<file path="src/svm_pkg.sv">
// svm_pkg: shared types and constants of the six-voice sample mixer
// no dependencies; used by svm_mix_dp, six_voice_sample_mixer_core and the testbench
package svm_pkg;

	typedef enum logic [1:0] {
		OP_TICK   = 2'd0,
		OP_CMD    = 2'd1,
		OP_VOLUME = 2'd2,
		OP_LOAD   = 2'd3
	} op_t;

	typedef struct packed {
		logic clear;
		logic smp_valid;
		logic halve;
	} mix_ctl_t;

	localparam int          NUM_LEN_REGS   = 6;
	localparam int          LEN_W          = 14;
	localparam int          CFG_IDX_W      = 3;
	localparam int          MASK_W         = 6;
	localparam logic [13:0] LEN_RESET      = 14'd8192;
	localparam logic [11:0] GAIN_RESET     = 12'd2048;
	localparam logic [8:0]  SMP_CENTER     = 9'd128;
	localparam int          GAIN_SHIFT     = 12;
	localparam int          DAC_MAX        = 255;
	localparam logic [8:0]  TRIGGER_PERIOD = 9'd500;
	localparam logic [7:0]  CMD_ONESHOT    = 8'h70;
	localparam logic [7:0]  CMD_VOICE1     = 8'h31;

endpackage

</file>
<file path="src/svm_mix_dp.sv">
// svm_mix_dp: shared gain multiplier, mix accumulator and dac scaling
// depends on svm_pkg (mix_ctl_t, constants)
module svm_mix_dp #(
	parameter int NUM_VOICES = 6
) (
	input  logic              clk,
	input  logic              arst_n,
	input  svm_pkg::mix_ctl_t ctl,
	input  logic [7:0]        smp,
	input  logic [11:0]       gain,
	output logic              busy,
	output logic [9:0]        dac
);
	import svm_pkg::*;

	localparam int ACC_W = 9 + $clog2(NUM_VOICES);

	logic signed [8:0]       diff;
	logic signed [12:0]      gain_x;
	logic signed [21:0]      mul_full;
	logic signed [20:0]      prod_s2;
	logic                    valid_s2;
	logic signed [ACC_W-1:0] term;
	logic signed [ACC_W-1:0] acc_q;
	logic signed [ACC_W-1:0] half;
	logic signed [ACC_W:0]   sum;
	logic [7:0]              mix8;

	assign diff     = $signed({1'b0, smp} - SMP_CENTER);
	assign gain_x   = $signed({1'b0, gain});
	assign mul_full = diff * gain_x;

	always_ff @(posedge clk or negedge arst_n) begin
		if (!arst_n) begin
			valid_s2 <= 1'b0;
		end else begin
			valid_s2 <= ctl.smp_valid;
		end
	end

	always_ff @(posedge clk) begin
		prod_s2 <= mul_full[20:0];
	end

	// term is the product shifted right by the gain shift, floor rounding
	assign term = {{(ACC_W-8){prod_s2[19]}}, prod_s2[GAIN_SHIFT+7:GAIN_SHIFT]};

	always_ff @(posedge clk) begin
		if (ctl.clear) begin
			acc_q <= '0;
		end else if (valid_s2) begin
			acc_q <= acc_q + term;
		end
	end

	assign half = ctl.halve ? (acc_q >>> 1) : acc_q;
	assign sum  = $signed({half[ACC_W-1], half}) + $signed((ACC_W+1)'(SMP_CENTER));

	always_comb begin
		if (sum < 0) begin
			mix8 = '0;
		end else if (sum > $signed((ACC_W+1)'(DAC_MAX))) begin
			mix8 = 8'(DAC_MAX);
		end else begin
			mix8 = sum[7:0];
		end
	end

	assign dac  = {mix8, 2'b00};
	assign busy = valid_s2;

endmodule

</file>
<file path="config.mk">
export PLATFORM = sky130hd
export DESIGN_NAME = svm_mix_dp
export DESIGN_NICKNAME = d
export VERILOG_FILES = /design/src/svm_pkg.sv /design/src/svm_mix_dp.sv
export SDC_FILE = /design/constraint.sdc
export NUM_CORES = 1
export LEC_CHECK = 0
export BUFFER_PORTS_ARGS = -buffer_cell sky130_fd_sc_hd__buf_2
export CAP_MARGIN = 0
export CORE_UTILIZATION = 60
export DETAILED_ROUTE_END_ITERATION = 12
export PLACE_DENSITY = 0.84
export SYNTH_ARGS = -nofsm -noshare
export SYNTH_HDL_FRONTEND = slang
export SYNTH_SLANG_ARGS = --single-unit
</file>
<file path="constraint.sdc">
create_clock -name clk -period 4.3 [get_ports clk]
set_clock_uncertainty 0.1 [all_clocks]
set_input_delay 0.86 -clock clk [delete_from_list [all_inputs] [get_ports clk]]
set_output_delay 0.86 -clock clk [all_outputs]
set_load 0.03 [all_outputs]
</file>
==> run_results.csv <==
group,metric,value,unit
logic_synthesis,ys_ff_latch,21,
setup_path,r2r-start,"acc_q[0]$_SDFFE_PP0P_",
power_and_ir_drop,power.density,701,nW/um^2
grt,antenna_found_initial,0,
setup_path,reg2reg_depth,9,
timing,hold_viol,0,
grt,met3_usage,3.81,%
grt,grt_pass1_vias,4314,
final_layout,syn_to_final_growth,20.1,%
routing,drt_first_iter_violations,180,
clock_tree,clockBufferDepth,2,
timing,maxSlewHeadroom,48.7,%
final_layout,final_cell_count_no_fill,698,
routing,drc_errors,0,
logic_synthesis,synth_area_leader_cell,"fa_1",
setup_path,critPathLaunchType,"input port",
setup_path,crit_top_cell,"fa_1",
setup_path,rr_endpoint,"acc_q[10]$_SDFFE_PP0P_",
timing,hold_ws,0.257,ns
setup_path,critical_path_class,"in2reg",
power_and_ir_drop,vdd_drop_max,0.436,mV
placement,dp.cells,687,
timing,finalMaxSlewViolations,0,
floorplan,die_area,8070,um^2
grt,top_usage_layer,"met2",
grt,grt_util_all_layers,29.1,%
logic_synthesis,synth_area_leaders,"fa_1, ha_1, dfxtp_1, inv_1, and2_1",
floorplan,chipWidth,89.9,um
final_layout,fill_cells,476,
setup_path,path_buf_inv,6,
logic_synthesis,ys_types,58,
setup_path,crit_fanout,3,
grt,met2_usage,53.3,%
run_status,violations,"negative setup slack",
setup_path,critPathRequiredTime,4.39,ns
setup_path,worstSetupEndpointType,"flop",
routing,drt_wl_total,11.6,mm
floorplan,pin_count,36,
timing,final.period_utilization,121,%
placement,place_congestion,0.858,
grt,grt_max_degree,25,
placement,hpwl,8.82,mm
clock_tree,clkTransAtPathRegs,0.08,ns
clock_tree,htreeDepth,1,
setup_path,cp_top_family,"adder cells",
grt,grtUsageMet1,35.4,%
final_layout,regArea,425,um^2
power_and_ir_drop,power.total,3.90,mW
grt,grt-ovfl-total,0,
run,maxCapViolCount,0,
logic_synthesis,yosysTopAreaCellShare,30.7,%
clock_tree,cts_buffers,3,
floorplan,start_util,62.8,%
floorplan,chipHeight,89.9,um
clock_tree,hold_buffers,0,
clock_tree,ctsRootBufferMaster,"clkbuf_8",
setup_path,crit_slowest_cell,"fa_1",
final_layout,diodes,0,
final_layout,multi_input_area,4040,um^2
logic_synthesis,yosys_warnings,0,
setup_path,r2r_setup_slack,1.74,ns
timing,setup_ws,-0.918,ns
placement,io_buffer_count,33,
logic_synthesis,ys_seq_area_share,9.19,%
routing,wl_per_cell,16.6,um
floorplan,core_region_area,7370,um^2
logic_synthesis,syn_avg_cell_area,8.85,um^2
clock_tree,cts_tree,"yes",
timing,fmax,0.192,GHz
logic_synthesis,synth_edf_count,0,
logic_synthesis,netlist_instances,523,
clock_tree,numClockSinks,21,
routing,dr.pass1.iters,5,
timing,worstMarginPinSlew,0.769,ns
final_layout,fin_nets,756,
routing,vias,4047,
logic_synthesis,synthFlopType,"dfxtp_1",
routing,vias_per_cell,5.80,
logic_synthesis,syn_area,4630,um^2
routing,ant_nets,0,
timing,rsz0062_at_grt,"true",
worst_hold_path,min_path_type,"in2async",
run_status,outcome,"finished with violations",
setup_path,critical-path-max-stage-delay,0.54,ns
timing,min_period,5.22,ns
power_and_ir_drop,p_leak,2.78,nW
setup_path,cp.arrival,5.31,ns
floorplan,fp-row-count,31,
setup_path,path_cells,"buf_8, or2_4, fa_1, fa_1, inv_1, fa_1, fa_1, inv_2, fa_1, inv_2, ha_4, nand3_4, nor4_4, buf_4, nor2_4, o311ai_4, buf_4, xor2_1",
final_layout,drive_gt1_share,21.5,%
grt,grt_first_pass_wirelength,19.1,mm
final_layout,fin_util,75.4,%
timing,report.final.setup_viol,8,
logic_synthesis,async_flop_share,4.76,%
setup_path,cp.depth,18,
clock_tree,clkLatencyLatePin,0.27,ns
==> how the worst max path moves through the flow <==
stage / start / endpoint / slack, ns
5_1_grt: smp[7] / prod_s2[14]$_DFF_P_ / -1.03
3_5_place_dp: smp[7] / prod_s2[19]$_DFF_P_ / -1.27
6_report: gain[0] / prod_s2[14]$_DFF_P_ / -0.92
3_3_place_gp: smp[7] / prod_s2[19]$_DFF_P_ / -1.08
4_1_cts: gain[0] / prod_s2[19]$_DFF_P_ / -0.75
2_1_floorplan: smp[7] / prod_s2[19]$_DFF_P_ / -0.89
==> registers in the layout (all words and copies together) (netlist names) <==
signal,flops
acc_q,12
busy,1
prod_s2,8
==> power breakdown <==
| group | internal [mW] | total (mW) | switching, mW |
|---|---|---|---|
| logic | 1.54 | 3.37 | 1.83 |
| registers | 0.296 | 0.398 | 0.101 |
| clock network | 0.0646 | 0.131 | 0.0660 |
==> cell usage after synthesis (2+ instances only) <==
library cell	number
a2111oi_0	2
nor3_1	3
buf_4	3
mux2i_1	12
fa_1	71
clkbuf_1	16
nor3b_1	4
a211oi_1	6
a31oi_1	3
buf_2	2
xnor2_1	9
nand2b_1	8
nor2_1	30
o21ai_0	15
or2_2	5
a21o_1	4
or3_1	3
dfxtp_1	20
nor2b_1	10
and2_1	42
xor2_1	4
o311ai_0	4
nand4_1	3
o31ai_1	2
o211ai_1	2
nand3_1	3
inv_1	75
o21a_1	3
ha_1	60
a21oi_1	17
nand2_1	55
==> metrics by stage <==
step / setup WS [ns] / area, um^2 / setup TNS, ns
floorplan: -0.885 / 4650 / -6.16
global placement: -1.08 / 5220 / -7.60
detailed placement: -1.27 / 5220 / -8.61
CTS: -0.749 / 5470 / -5.22
global route: -1.03 / 5560 / -7.52
finish: -0.918 / 5560 / -6.42
==> cells by family after synthesis <==
family	Yosys count	share of synthesized area (%)
AOI/OAI and AO/OA	76	11.5
xor gates and xnor gates	13	2.46
adders and majority gates	131	46.9
buffers and inverters	96	8.08
DFF	21	9.19
muxes	13	2.84
other	1	0.0810
and+or+nand+nor	172	18.9
==> layout make-up <==
cell class | instances | area share, %
clock buffer | 3 | 0.743
sequential | 21 | 7.65
tap | 99 | 2.23
clock inverter | 1 | 0.0900
inverter | 75 | 5.06
timing repair buffer | 92 | 11.6
multi-input combinational | 407 | 72.7
==> worst reg2reg max path, stage by stage (launching register included) <==
cell,delay (ns)
dfxtp_1,0.36
ha_1,0.22
inv_1,0.08
fa_1,0.41
nor2b_1,0.16
o21ai_0,0.16
a21boi_2,0.24
nor2_1,0.08
o31a_1,0.30
o311ai_0,0.34
==> cell usage in the layout (no fill, tap or decap), types with 4 or more instances in the layout <==
cell	instances
a21o_1	4
ha_1	53
a21oi_1	11
nor2_1	29
fa_1	70
ha_4	7
nor2b_1	10
buf_4	57
o311ai_0	4
nor3b_1	4
or2_2	4
xnor2_1	9
a211oi_1	6
buf_2	30
nand2_1	55
dfxtp_1	20
mux2i_1	12
and2_1	42
o21ai_0	14
a21oi_2	4
nand2b_1	8
xor2_1	4
inv_1	73
==> timing repair <==
item,CTS,global route
setup buffers,4,3
pin swaps,19,10
gates resized for setup,27,12
endpoints found under the setup margin,8,8
hold endpoints to repair,0,0
==> per-layer routing <==
metal  up-vias  routed length, um
met5         -                  0
met4         0                408
met3        42                663
met2       159               6110
met1      1985               4410
li1       1861                  -
No activity file was read; power rests on OpenSTA's default activity.
